$ cat src/sv/i2cra_pkg.sv
// Shared types and codes for the I2C register access sequencer.
// Used by i2cra_regs, i2cra_step and the top level; no dependencies.
`timescale 1ns / 1ps

package i2cra_pkg;

  localparam logic [6:0] SLAVE_ADDRESS_RESET = 7'd80;
  localparam logic [7:0] MAX_RETRIES_RESET   = 8'd20;
  localparam int unsigned PADDR_W = 3;

  // Register indexes on the configuration port (address bit 2).
  localparam logic REG_SLAVE_ADDRESS = 1'b0;
  localparam logic REG_MAX_RETRIES   = 1'b1;

  typedef enum logic [1:0] {
    FUNC_WRITE_REQ = 2'd0,
    FUNC_READ_REQ  = 2'd1,
    FUNC_STATUS    = 2'd2,
    FUNC_NOP       = 2'd3
  } func_e;

  typedef enum logic [2:0] {
    PH_IDLE    = 3'd0,
    PH_START   = 3'd1,
    PH_SLAW    = 3'd2,
    PH_CMD     = 3'd3,
    PH_DATA    = 3'd4,
    PH_RESTART = 3'd5,
    PH_SLAR    = 3'd6,
    PH_RX      = 3'd7
  } phase_e;

  typedef enum logic [2:0] {
    ACT_NONE  = 3'd0,
    ACT_START = 3'd1,
    ACT_STOP  = 3'd2,
    ACT_TX    = 3'd3,
    ACT_RX    = 3'd4
  } action_e;

  typedef enum logic [3:0] {
    RC_OK          = 4'd0,
    RC_START_FAIL  = 4'd1,
    RC_SLAW_ERR    = 4'd2,
    RC_CMD_NACK    = 4'd3,
    RC_CMD_ERR     = 4'd4,
    RC_RESTART_ERR = 4'd5,
    RC_SLAR_NACK   = 4'd6,
    RC_SLAR_ERR    = 4'd7,
    RC_DATA_NACK   = 4'd8,
    RC_DATA_ERR    = 4'd9,
    RC_RETRIES_OUT = 4'd10
  } result_e;

  // Bus status codes, already divided by eight.
  localparam logic [4:0] ST_START     = 5'd1;
  localparam logic [4:0] ST_REP_START = 5'd2;
  localparam logic [4:0] ST_SLAW_ACK  = 5'd3;
  localparam logic [4:0] ST_SLAW_NACK = 5'd4;
  localparam logic [4:0] ST_TXD_ACK   = 5'd5;
  localparam logic [4:0] ST_TXD_NACK  = 5'd6;
  localparam logic [4:0] ST_ARB_LOST  = 5'd7;
  localparam logic [4:0] ST_SLAR_ACK  = 5'd8;
  localparam logic [4:0] ST_SLAR_NACK = 5'd9;
  localparam logic [4:0] ST_RXD_ACK   = 5'd10;
  localparam logic [4:0] ST_RXD_NACK  = 5'd11;

  typedef struct packed {
    logic [1:0] func;
    logic [7:0] cmd_byte;
    logic [7:0] data_byte;
    logic [4:0] bus_status;
    logic [7:0] rx_byte;
  } item_t;

  typedef struct packed {
    phase_e     phase;
    logic       read_mode;
    logic [7:0] command_reg;
    logic [7:0] write_value;
    logic [7:0] attempts_used;
  } ctx_t;

  typedef struct packed {
    action_e    bus_action;
    logic [7:0] tx_byte;
    logic       done_res;
    result_e    result_code;
    logic [7:0] read_data;
  } result_t;

  typedef struct packed {
    logic [6:0] slave_address;
    logic [7:0] max_retries;
  } cfg_t;

endpackage

$ cat src/sv/i2cra_regs.sv
// APB-style configuration registers: slave address and retry limit.
// Depends on i2cra_pkg.
`timescale 1ns / 1ps

module i2cra_regs (
  input  logic                          clk_i,
  input  logic                          rst_ni,
  input  logic                          psel,
  input  logic                          penable,
  input  logic                          pwrite,
  input  logic [i2cra_pkg::PADDR_W-1:0] paddr,
  input  logic [31:0]                   pwdata,
  output logic [31:0]                   prdata,
  output logic                          pready,
  output i2cra_pkg::cfg_t               cfg_o
);

  logic [6:0] slave_address_q;
  logic [7:0] max_retries_q;
  logic       wr_en;

  assign pready = 1'b1;
  assign wr_en  = psel && penable && pwrite;

  always_ff @(posedge clk_i or negedge rst_ni) begin
    if (!rst_ni) begin
      slave_address_q <= i2cra_pkg::SLAVE_ADDRESS_RESET;
      max_retries_q   <= i2cra_pkg::MAX_RETRIES_RESET;
    end else if (wr_en) begin
      unique case (paddr[2])
        i2cra_pkg::REG_SLAVE_ADDRESS: slave_address_q <= pwdata[6:0];
        i2cra_pkg::REG_MAX_RETRIES:   max_retries_q   <= pwdata[7:0];
        default: ;
      endcase
    end
  end

  always_comb begin
    unique case (paddr[2])
      i2cra_pkg::REG_SLAVE_ADDRESS: prdata = {25'd0, slave_address_q};
      i2cra_pkg::REG_MAX_RETRIES:   prdata = {24'd0, max_retries_q};
      default:                      prdata = 32'd0;
    endcase
  end

  assign cfg_o.slave_address = slave_address_q;
  assign cfg_o.max_retries   = max_retries_q;

endmodule

$ cat src/sv/i2cra_step.sv
// Phase transition and bus action logic for one request or status event.
// Purely combinational; depends on i2cra_pkg.
`timescale 1ns / 1ps

module i2cra_step (
  input  i2cra_pkg::item_t   item_i,
  input  i2cra_pkg::ctx_t    ctx_i,
  input  i2cra_pkg::cfg_t    cfg_i,
  output i2cra_pkg::ctx_t    ctx_o,
  output i2cra_pkg::result_t res_o
);

  logic       is_req;
  logic       is_status;
  logic       start_ok;
  logic       arb_restart;
  logic [7:0] addr_w;
  logic [7:0] att_inc;
  logic       retries_out;

  assign is_req    = (item_i.func == i2cra_pkg::FUNC_WRITE_REQ ||
                      item_i.func == i2cra_pkg::FUNC_READ_REQ) &&
                     ctx_i.phase == i2cra_pkg::PH_IDLE;
  assign is_status = item_i.func == i2cra_pkg::FUNC_STATUS;
  assign start_ok  = item_i.bus_status == i2cra_pkg::ST_START ||
                     item_i.bus_status == i2cra_pkg::ST_REP_START;
  // Lost arbitration during start, address or command phases simply retries the start.
  assign arb_restart = item_i.bus_status == i2cra_pkg::ST_ARB_LOST &&
                       (ctx_i.phase == i2cra_pkg::PH_START ||
                        ctx_i.phase == i2cra_pkg::PH_SLAW ||
                        ctx_i.phase == i2cra_pkg::PH_CMD ||
                        ctx_i.phase == i2cra_pkg::PH_RESTART ||
                        ctx_i.phase == i2cra_pkg::PH_SLAR);
  assign addr_w      = {cfg_i.slave_address, 1'b0};
  assign att_inc     = (ctx_i.attempts_used != 8'hFF) ? ctx_i.attempts_used + 8'd1
                                                      : ctx_i.attempts_used;
  assign retries_out = att_inc >= cfg_i.max_retries;

  // Next phase and context.
  always_comb begin
    ctx_o = ctx_i;
    priority if (is_req) begin
      ctx_o.read_mode     = item_i.func == i2cra_pkg::FUNC_READ_REQ;
      ctx_o.command_reg   = {item_i.cmd_byte[7:1],
                             item_i.func == i2cra_pkg::FUNC_READ_REQ};
      ctx_o.write_value   = item_i.data_byte;
      ctx_o.attempts_used = 8'd0;
      ctx_o.phase         = i2cra_pkg::PH_START;
    end else if (is_status && arb_restart) begin
      ctx_o.phase = i2cra_pkg::PH_START;
    end else if (is_status) begin
      unique case (ctx_i.phase)
        i2cra_pkg::PH_START:
          ctx_o.phase = start_ok ? i2cra_pkg::PH_SLAW : i2cra_pkg::PH_IDLE;
        i2cra_pkg::PH_SLAW: begin
          priority if (item_i.bus_status == i2cra_pkg::ST_SLAW_ACK) begin
            ctx_o.phase = i2cra_pkg::PH_CMD;
          end else if (item_i.bus_status == i2cra_pkg::ST_SLAW_NACK) begin
            ctx_o.attempts_used = att_inc;
            ctx_o.phase = retries_out ? i2cra_pkg::PH_IDLE : i2cra_pkg::PH_START;
          end else begin
            ctx_o.phase = i2cra_pkg::PH_IDLE;
          end
        end
        i2cra_pkg::PH_CMD: begin
          if (item_i.bus_status == i2cra_pkg::ST_TXD_ACK) begin
            ctx_o.phase = ctx_i.read_mode ? i2cra_pkg::PH_RESTART : i2cra_pkg::PH_DATA;
          end else begin
            ctx_o.phase = i2cra_pkg::PH_IDLE;
          end
        end
        i2cra_pkg::PH_RESTART:
          ctx_o.phase = start_ok ? i2cra_pkg::PH_SLAR : i2cra_pkg::PH_IDLE;
        i2cra_pkg::PH_SLAR:
          ctx_o.phase = (item_i.bus_status == i2cra_pkg::ST_SLAR_ACK) ?
                        i2cra_pkg::PH_RX : i2cra_pkg::PH_IDLE;
        default:
          ctx_o.phase = i2cra_pkg::PH_IDLE;
      endcase
    end
  end

  // Bus action and result for this item.
  always_comb begin
    res_o.bus_action  = i2cra_pkg::ACT_NONE;
    res_o.tx_byte     = 8'd0;
    res_o.done_res    = 1'b0;
    res_o.result_code = i2cra_pkg::RC_OK;
    res_o.read_data   = 8'd0;
    priority if (is_req || (is_status && arb_restart)) begin
      res_o.bus_action = i2cra_pkg::ACT_START;
    end else if (is_status) begin
      unique case (ctx_i.phase)
        i2cra_pkg::PH_IDLE: ;
        i2cra_pkg::PH_START: begin
          if (start_ok) begin
            res_o.bus_action = i2cra_pkg::ACT_TX;
            res_o.tx_byte    = addr_w;
          end else begin
            // A failed start ends the transfer without a stop.
            res_o.done_res    = 1'b1;
            res_o.result_code = i2cra_pkg::RC_START_FAIL;
          end
        end
        i2cra_pkg::PH_SLAW: begin
          priority if (item_i.bus_status == i2cra_pkg::ST_SLAW_ACK) begin
            res_o.bus_action = i2cra_pkg::ACT_TX;
            res_o.tx_byte    = ctx_i.command_reg;
          end else if (item_i.bus_status == i2cra_pkg::ST_SLAW_NACK) begin
            if (retries_out) begin
              res_o.bus_action  = i2cra_pkg::ACT_STOP;
              res_o.done_res    = 1'b1;
              res_o.result_code = i2cra_pkg::RC_RETRIES_OUT;
            end else begin
              res_o.bus_action = i2cra_pkg::ACT_START;
            end
          end else begin
            res_o.bus_action  = i2cra_pkg::ACT_STOP;
            res_o.done_res    = 1'b1;
            res_o.result_code = i2cra_pkg::RC_SLAW_ERR;
          end
        end
        i2cra_pkg::PH_CMD: begin
          priority if (item_i.bus_status == i2cra_pkg::ST_TXD_ACK) begin
            if (ctx_i.read_mode) begin
              res_o.bus_action = i2cra_pkg::ACT_START;
            end else begin
              res_o.bus_action = i2cra_pkg::ACT_TX;
              res_o.tx_byte    = ctx_i.write_value;
            end
          end else if (item_i.bus_status == i2cra_pkg::ST_TXD_NACK) begin
            res_o.bus_action  = i2cra_pkg::ACT_STOP;
            res_o.done_res    = 1'b1;
            res_o.result_code = i2cra_pkg::RC_CMD_NACK;
          end else begin
            res_o.bus_action  = i2cra_pkg::ACT_STOP;
            res_o.done_res    = 1'b1;
            res_o.result_code = i2cra_pkg::RC_CMD_ERR;
          end
        end
        i2cra_pkg::PH_DATA: begin
          res_o.bus_action = i2cra_pkg::ACT_STOP;
          res_o.done_res   = 1'b1;
          priority if (item_i.bus_status == i2cra_pkg::ST_TXD_ACK) begin
            res_o.result_code = i2cra_pkg::RC_OK;
          end else if (item_i.bus_status == i2cra_pkg::ST_TXD_NACK) begin
            res_o.result_code = i2cra_pkg::RC_DATA_NACK;
          end else begin
            res_o.result_code = i2cra_pkg::RC_DATA_ERR;
          end
        end
        i2cra_pkg::PH_RESTART: begin
          if (start_ok) begin
            res_o.bus_action = i2cra_pkg::ACT_TX;
            res_o.tx_byte    = {cfg_i.slave_address, 1'b1};
          end else begin
            res_o.bus_action  = i2cra_pkg::ACT_STOP;
            res_o.done_res    = 1'b1;
            res_o.result_code = i2cra_pkg::RC_RESTART_ERR;
          end
        end
        i2cra_pkg::PH_SLAR: begin
          priority if (item_i.bus_status == i2cra_pkg::ST_SLAR_ACK) begin
            res_o.bus_action = i2cra_pkg::ACT_RX;
          end else if (item_i.bus_status == i2cra_pkg::ST_SLAR_NACK) begin
            res_o.bus_action  = i2cra_pkg::ACT_STOP;
            res_o.done_res    = 1'b1;
            res_o.result_code = i2cra_pkg::RC_SLAR_NACK;
          end else begin
            res_o.bus_action  = i2cra_pkg::ACT_STOP;
            res_o.done_res    = 1'b1;
            res_o.result_code = i2cra_pkg::RC_SLAR_ERR;
          end
        end
        i2cra_pkg::PH_RX: begin
          res_o.bus_action = i2cra_pkg::ACT_STOP;
          res_o.done_res   = 1'b1;
          priority if (item_i.bus_status == i2cra_pkg::ST_RXD_ACK) begin
            res_o.result_code = i2cra_pkg::RC_OK;
            res_o.read_data   = item_i.rx_byte;
          end else if (item_i.bus_status == i2cra_pkg::ST_RXD_NACK) begin
            res_o.result_code = i2cra_pkg::RC_DATA_NACK;
          end else begin
            res_o.result_code = i2cra_pkg::RC_DATA_ERR;
          end
        end
        default: ;
      endcase
    end
  end

endmodule

$ cat src/sv/i2c_master_register_access_core.sv
// I2C register access sequencer: each input transfer passes through the input
// register, then through the phase logic into the result register.
// Throughput: one item per cycle unless the output stalls; the phase context is
// updated as each item moves into the result register, so the next item sees it
// immediately. Reset (rst_ni low, asynchronous): phase idle, context cleared,
// both stages empty, slave address 80, retry limit 20.
`timescale 1ns / 1ps

module i2c_master_register_access_core (
  input  logic                          clk_i,
  input  logic                          rst_ni,
  // Configuration port
  input  logic                          psel,
  input  logic                          penable,
  input  logic                          pwrite,
  input  logic [i2cra_pkg::PADDR_W-1:0] paddr,
  input  logic [31:0]                   pwdata,
  output logic [31:0]                   prdata,
  output logic                          pready,
  // Input channel
  input  logic                          in_valid_i,
  output logic                          in_stall_o,
  input  logic [1:0]                    func_i,
  input  logic [7:0]                    cmd_byte_i,
  input  logic [7:0]                    data_byte_i,
  input  logic [4:0]                    bus_status_i,
  input  logic [7:0]                    rx_byte_i,
  // Output channel
  output logic                          out_valid_o,
  input  logic                          out_stall_i,
  output logic [2:0]                    bus_action_o,
  output logic [7:0]                    tx_byte_o,
  output logic                          done_res_o,
  output logic [3:0]                    result_code_o,
  output logic [7:0]                    read_data_o
);

  i2cra_pkg::cfg_t    cfg;
  i2cra_pkg::item_t   item_q;
  i2cra_pkg::ctx_t    ctx_q;
  i2cra_pkg::ctx_t    ctx_d;
  i2cra_pkg::result_t res_d;
  i2cra_pkg::result_t res_q;
  logic               in_full_q;
  logic               out_full_q;
  logic               advance;
  logic               in_take;

  i2cra_regs u_regs (
    .clk_i   (clk_i),
    .rst_ni  (rst_ni),
    .psel    (psel),
    .penable (penable),
    .pwrite  (pwrite),
    .paddr   (paddr),
    .pwdata  (pwdata),
    .prdata  (prdata),
    .pready  (pready),
    .cfg_o   (cfg)
  );

  i2cra_step u_step (
    .item_i (item_q),
    .ctx_i  (ctx_q),
    .cfg_i  (cfg),
    .ctx_o  (ctx_d),
    .res_o  (res_d)
  );

  // The held item moves on whenever the result register is free or being drained.
  assign advance    = in_full_q && (!out_full_q || !out_stall_i);
  assign in_stall_o = in_full_q && !advance;
  assign in_take    = in_valid_i && !in_stall_o;

  always_ff @(posedge clk_i or negedge rst_ni) begin
    if (!rst_ni) begin
      in_full_q  <= 1'b0;
      out_full_q <= 1'b0;
      ctx_q      <= '{phase: i2cra_pkg::PH_IDLE, read_mode: 1'b0,
                      command_reg: 8'd0, write_value: 8'd0, attempts_used: 8'd0};
    end else begin
      if (in_take) begin
        in_full_q <= 1'b1;
      end else if (advance) begin
        in_full_q <= 1'b0;
      end
      if (advance) begin
        out_full_q <= 1'b1;
        ctx_q      <= ctx_d;
      end else if (!out_stall_i) begin
        out_full_q <= 1'b0;
      end
    end
  end

  always_ff @(posedge clk_i) begin
    if (in_take) begin
      item_q <= '{func: func_i, cmd_byte: cmd_byte_i, data_byte: data_byte_i,
                  bus_status: bus_status_i, rx_byte: rx_byte_i};
    end
    if (advance) begin
      res_q <= res_d;
    end
  end

  assign out_valid_o   = out_full_q;
  assign bus_action_o  = res_q.bus_action;
  assign tx_byte_o     = res_q.tx_byte;
  assign done_res_o    = res_q.done_res;
  assign result_code_o = res_q.result_code;
  assign read_data_o   = res_q.read_data;

endmodule

$ cat config.mk
export PLATFORM = sky130hd
export DESIGN_NAME = i2c_master_register_access_core
export DESIGN_NICKNAME = d
export VERILOG_FILES = /design/src/sv/i2cra_pkg.sv /design/src/sv/i2cra_regs.sv /design/src/sv/i2cra_step.sv /design/src/sv/i2c_master_register_access_core.sv
export SDC_FILE = /design/constraint.sdc
export NUM_CORES = 1
export LEC_CHECK = 0
export CAP_MARGIN = 5
export CORE_AREA = 8 8 103 105
export CTS_BUF_LIST = sky130_fd_sc_hd__clkbuf_8
export CTS_CLUSTER_SIZE = 14
export DETAILED_ROUTE_END_ITERATION = 6
export DIE_AREA = 0 0 111 113
export DONT_BUFFER_PORTS = 1
export GPL_TIMING_DRIVEN = 0
export PLACE_DENSITY_LB_ADDON = 0.2
export SYNTH_ARGS = -nofsm -noshare
export SYNTH_HDL_FRONTEND = slang
export SYNTH_HIERARCHICAL = 1
export SYNTH_SLANG_ARGS = --single-unit
$ cat constraint.sdc
create_clock -name clk_i -period 3.8 [get_ports clk_i]
set_input_delay 0.38 -clock clk_i [delete_from_list [all_inputs] [get_ports clk_i]]
set_output_delay 0.38 -clock clk_i [all_outputs]
set_load 0.02 [all_outputs]
==> flow_summary_export.csv, run 1 <==
group,metric,value,unit
timing,finalHoldViolCount,0,
global_routing,grtUsageTotal,17.6,%
power_and_ir_drop,p_per_area,500,nW/um2
layout,stdcell_count,573,
global_routing,gr-max-usage-layer,"met2",
layout,final_cell_mix,"mux2_2 (58), edfxtp_1 (54), dfrtp_1 (41), buf_4 (26), conb_1 (25)",
floorplan,start_util,58.6,%
timing,max_slew.worst_pin.slew,1.27,ns
timing,period_share,92.5,%
detailed_routing,wl_per_cell,19.6,um
detailed_routing,drtAntennaViolNets,0,
layout,final_common_cell,"mux2_2",
timing,relSlewSlack,15.3,%
floorplan,io_pins,132,
place,place_congestion,0.850,
setup_path,required,4.09,ns
setup_path,end_kind,"register",
timing,fin_skew,0.0185,ns
setup_path,cp.arrival,3.81,ns
layout,syn2layout_area_growth,8.59,%
power_and_ir_drop,ir_drop,0.388,mV
timing,final-max-slew-violation-count,0,
detailed_routing,wl,11200,um
timing,setup_violations,0,
place,dp_cells,555,
setup_path,worstPathMaxFanout,9,
clock_network,clk_latency,0.36,ns
clock_network,clock_path_buffers,2,
setup_path,critical_path_class,"reg -> reg",
global_routing,grt_overflow_total,0,
setup_path,cp-start-kind,"register",
floorplan,core_area,8980,um2
clock_network,cts_max_level,3,
power_and_ir_drop,internal-power,1.92,mW
layout,nets,539,
synthesis,synth_cells,421,
global_routing,grt_pass1_vias,3397,
detailed_routing,viasPerCell,5.87,
detailed_routing,first_iter_violations,248,
place,io_buffers,0,
synthesis,syn_area_per_cell,12.5,um2
timing,max_freq,285,MHz
global_routing,grt.met3_usage,5.08,%
power_and_ir_drop,p_leak,2.30,nW
global_routing,antenna_found_initial,0,
power_and_ir_drop,p_seq_share,52.2,%
timing,min_period,3.51,ns
floorplan,fp-row-count,35,
global_routing,grtUsageMet2,29.1,%
power_and_ir_drop,power.switching,0.932,mW
clock_network,cts_sinks,99,
clock_network,cts_tree,"yes",
global_routing,grt.met1_usage,21.8,%
synthesis,yosysWarnings,6,
timing,rsz0062_at_grt,"false",
floorplan,die_w,111,um
detailed_routing,vias,3363,
detailed_routing,drc,0,
global_routing,grt_max_degree,46,
floorplan,fp.dieH,113,um
clock_network,cts_inserted_buffers,9,
power_and_ir_drop,comb_power_share,25.2,%
place,dp_hpwl,8100,um
layout,n_antenna_cell,0,
floorplan,die-area,12500,um2
status,status,"finished, final reports clean",
synthesis,synthesis.area,5260,um2
timing,finalSetupTns,0,ns
power_and_ir_drop,pwr-share-clk,22.6,%
layout,drive_above_1_share,29.9,%
clock_network,root_buffer,"clkbuf_8",
detailed_routing,firstDrtPassIters,5,
clock_network,cts.clk_slew.worst_paths,0.11,ns
power_and_ir_drop,switching_share,32.7,%
run,drv_cap,0,
global_routing,grt_first_pass_wirelength,17800,um
hold_path,hp-class,"in -> reg",
## cell type report
type,instances,area (um2)
buffer,42,297
clock inverter,7,65.1
tap,111,139
inverter,10,37.5
sequential,99,2750
clock buffer,9,124
timing repair buffer,2,37.5
fill,703,3260
multi-input combinational,293,2260
## power by group through the flow
stage	sequential (mW)	combinational (mW)	clock [mW]
floorplan	1.46	0.581	0
global route	1.51	0.779	0.703
finish	1.49	0.720	0.644
global placement	1.50	0.680	0
detailed placement	1.51	0.694	0
CTS	1.49	0.716	0.666
## flip-flops by register name, indices dropped and copies added (netlist names)
register and cells:
done_res_o 1, result_code_o 4, in_full_q 1, u_regs/slave_address_q 7
u_regs/max_retries_q 8, item_q 30, read_data_o 8, ctx_q 28
bus_action_o 3, tx_byte_o 8, out_valid_o 1
## what timing repair did
action                                  4_1_cts  5_1_grt
gates resized for setup                       0        1
hold buffers                                  2        0
buffers inserted                              0        0
endpoints found under the setup margin        0        2
hold endpoints to repair                     45        0
## path summary, 6_finish.rpt
path / from / endpoint / slack [ns] / cells after the start
worst max-delay path: ctx_q[0]$_DFFE_PN0P_ / ctx_q[25]$_DFFE_PN0P_ / 0.29 / 13
worst min-delay path: rx_byte_i[2] / item_q[2]$_DFFE_PP_ / 0.10 / 0
worst max register to register: ctx_q[0]$_DFFE_PN0P_ / ctx_q[25]$_DFFE_PN0P_ / 0.29 / 13
worst min register to register: in_full_q$_DFFE_PN0P_ / out_valid_o$_DFFE_PN0P_ / 0.51 / 1
max in group asynchronous: rst_ni / u_regs/slave_address_q[6]$_DFFE_PN1P_ / 2.97 / 2
min in group asynchronous: rst_ni / ctx_q[8]$_DFFE_PN0P_ / 0.56 / 2
## metal layers
metal	routed length (um)	up-vias
met2	5600	120
met4	76	0
li1	-	1592
met5	0	-
met1	4810	1644
met3	749	7
## critical path, cell delays in order, from the launching register on
cell and delay, ns:
dfrtp_1 0.45, ha_1 0.21, and2_0 0.13, clkbuf_1 0.28
nand4_2 0.32, mux2_2 0.37, ha_1 0.28, nor2b_1 0.13
o211a_1 0.20, a211oi_1 0.22, o21ai_1 0.22, a2bb2oi_1 0.19
o41ai_1 0.25, mux2_2 0.20
## stage by stage
stage | utilization [%] | power, mW | hold slack (ns) | setup slack (ns) | instance area (um2)
6_report | 63.6 | 2.85 | 0.101 | 0.286 | 5710
5_1_grt | 63.6 | 2.99 | 0.0739 | 0.0829 | 5710
4_1_cts | 63.6 | 2.87 | 0.0880 | 0.176 | 5710
3_5_place_dp | 61.1 | 2.21 | 0.0870 | 0.190 | 5490
3_3_place_gp | 61.1 | 2.18 | 0.0867 | 0.242 | 5490
2_1_floorplan | - | 2.04 | 0.0844 | 0.690 | 5350
No activity file was read; power rests on OpenSTA's default activity.
==> run 2, diff against run 1 <==
--- a/config.mk
+++ b/config.mk
@@ -5,12 +5,13 @@
 export SDC_FILE = /design/constraint.sdc
 export NUM_CORES = 1
 export LEC_CHECK = 0
+export ABC_AREA = 1
 export CAP_MARGIN = 5
-export CORE_AREA = 8 8 103 105
+export CORE_AREA = 8 8 105 107
 export CTS_BUF_LIST = sky130_fd_sc_hd__clkbuf_8
 export CTS_CLUSTER_SIZE = 14
 export DETAILED_ROUTE_END_ITERATION = 6
-export DIE_AREA = 0 0 111 113
+export DIE_AREA = 0 0 113 115
 export DONT_BUFFER_PORTS = 1
 export GPL_TIMING_DRIVEN = 0
 export PLACE_DENSITY_LB_ADDON = 0.2
==> flow_summary_export.csv, run 2 <==
group,metric,value,unit
timing,finalSetupTns,0,ns
setup_path,r2r-start,"ctx_q[0]$_DFFE_PN0P_",
layout,n_antenna_cell,0,
timing,finalHoldViolCount,0,
detailed_routing,viasPerCell,5.27,
clock_network,post_cts_resized,0,
clock_network,clk_latency,0.37,ns
clock_network,cts_max_level,3,
layout,regMostFlops,"item_q",
detailed_routing,wl_met2,5900,um
clock_network,cts_inserted_buffers,9,
layout,final_cell_mix,"nand2_1 (205), inv_1 (64), nand3_1 (56), nor2_1 (54), edfxtp_1 (54)",
floorplan,die_w,113,um
global_routing,antenna_found_initial,0,
detailed_routing,vias,4174,
detailed_routing,firstDrtPassIters,5,
global_routing,grt_overflow_total,0,
synthesis,synth_cells,637,
power_and_ir_drop,p_per_area,472,nW/um2
clock_network,root_buffer,"clkbuf_8",
power_and_ir_drop,p_leak,2.94,nW
detailed_routing,top_layer_used,"met4",
floorplan,fp-row-count,36,
floorplan,fp.dieH,115,um
layout,reg.largest.list,"item_q (30), ctx_q (28)",
detailed_routing,wl_met3,773,um
setup_path,worstPathMaxFanout,6,
timing,period_share,72.2,%
floorplan,io_pins,132,
clock_network,cts_tree,"yes",
run,drv_cap,0,
timing,timing.final.ws_setup,1.05,ns
layout,n_fill_cell,826,
clock_network,cts_sinks,99,
layout,stdcell_area,5850,um2
timing,rsz0062_at_grt,"false",
setup_path,critPathLaunch,"ctx_q[0]$_DFFE_PN0P_",
clock_network,postCtsSetupBuffers,0,
setup_path,rrSetupSlack,1.05,ns
setup_path,cp.arrival,3.07,ns
setup_path,critical_path_class,"reg -> reg",
global_routing,grtUsageTotal,19.5,%
timing,setup_violations,0,
synthesis,synthesis.area,5400,um2
layout,syn2layout_area_growth,8.42,%
timing,fin_skew,0.0102,ns
power_and_ir_drop,ir_drop,0.293,mV
status,status,"finished, final reports clean",
detailed_routing,wl,12200,um
timing,min_period,2.75,ns
detailed_routing,drc,0,
global_routing,grt_pass1_vias,4066,
detailed_routing,met1_length,5290,um
timing,hold-worst-slack,0.0897,ns
setup_path,cp-start-kind,"register",
place,dpl_cell_area,5630,um2
setup_path,required,4.12,ns
place,io_buffers,0,
global_routing,grt_first_pass_wirelength,20000,um
detailed_routing,first_iter_violations,228,
detailed_routing,drtAntennaViolNets,0,
floorplan,core_area,9460,um2
hold_path,hp-class,"in -> reg",
clock_network,cts.clk_slew.worst_paths,0.11,ns
timing,relSlewSlack,27.2,%
setup_path,rr_worst_depth,17,
layout,drive_above_1_share,15.5,%
floorplan,start_util,57.1,%
setup_path,end_kind,"register",
synthesis,yosysWarnings,6,
floorplan,die-area,13000,um2
global_routing,grt_max_degree,46,
layout,final_common_cell,"nand2_1",
detailed_routing,wl_per_cell,15.5,um
layout,stdcell_count,792,
place,place_congestion,0.900,
synthesis,syn_area_per_cell,8.47,um2
setup_path,crit_path_end,"ctx_q[25]$_DFFE_PN0P_",
place,dp_hpwl,9290,um
hold_path,min_from,"rx_byte_i[4]",
layout,nets,755,
timing,max_slew.worst_pin.slew,1.09,ns
timing,final-max-slew-violation-count,0,
setup_path,r2r-end,"ctx_q[25]$_DFFE_PN0P_",
layout,largest_reg_flops,30,
clock_network,holdBufCountCts,2,
clock_network,clock_path_buffers,2,
place,dp_cells,774,
timing,max_freq,364,MHz
place,place_ws,1.13,ns
run 2: changes by cell type in the layout (fill, tap and decap cells not counted), moves of 10 or more:
cell | before | now
inv_1 | 11 | 64
nand2_1 | 21 | 205
nand3_1 | 6 | 56
and2_1 | 11 | 0
nor2_1 | 22 | 54
mux2_2 | 58 | 0
o21ai_1 | 2 | 12
run 2: routing by layer:
layer	global-route usage [%]	up-vias
met5	0	-
met4	8.61	0
met3	4.62	20
met2	32.2	150
met1	24.0	1941
li1	-	2063
run 2: critical path: stages (launching register included):
cell	delay [ns]
dfrtp_1	0.45
ha_1	0.25
nand2_1	0.07
inv_1	0.08
nand3_2	0.12
nand2_1	0.10
nor2_1	0.25
xor2_1	0.19
ha_1	0.26
nand2_1	0.07
a21oi_1	0.05
nor2_1	0.24
nand4_1	0.19
nand3_1	0.11
nand2_1	0.05
nand2_1	0.05
nand3_1	0.07
nand2_1	0.07
run 2: power by group:
| part | internal, mW | switching, mW | leakage [nW] | total (mW) |
|---|---|---|---|---|
| Sequential | 1.31 | 0.136 | 1.10 | 1.44 |
| Clock | 0.255 | 0.399 | 0.0960 | 0.655 |
| Combinational | 0.216 | 0.447 | 1.75 | 0.663 |
run 2: stage by stage:
step / utilization [%] / total power, mW
after floorplan: - / 1.95
after global placement: 59.5 / 2.09
after detailed placement: 59.5 / 2.11
after CTS: 61.9 / 2.78
after global routing: 61.9 / 2.94
final: 61.9 / 2.76
run 2: cell type report:
class / instances / area, um2 / area share (%)
well taps: 114 / 143 / 2.44
clock buffers: 9 / 124 / 2.12
clock inverters: 7 / 63.8 / 1.09
inverters: 76 / 292 / 4.98
flip-flops and latches: 99 / 2750 / 47.0
plain buffers: 43 / 307 / 5.24
repair buffers: 2 / 37.5 / 0.642
multi-input cells: 442 / 2130 / 36.4
run 2: worst min-delay path by stage:
stage | end | slack, ns | depth (start not counted)
detailed placement | u_regs/max_retries_q[1]$_DFFE_PN0P_ | 0.09 | 0
finish | item_q[4]$_DFFE_PP_ | 0.09 | 0
floorplan | ctx_q[0]$_DFFE_PN0P_ | 0.08 | 0
global route | item_q[4]$_DFFE_PP_ | 0.06 | 0
global placement | u_regs/max_retries_q[3]$_DFFE_PN0P_ | 0.09 | 0
CTS | item_q[4]$_DFFE_PP_ | 0.07 | 0
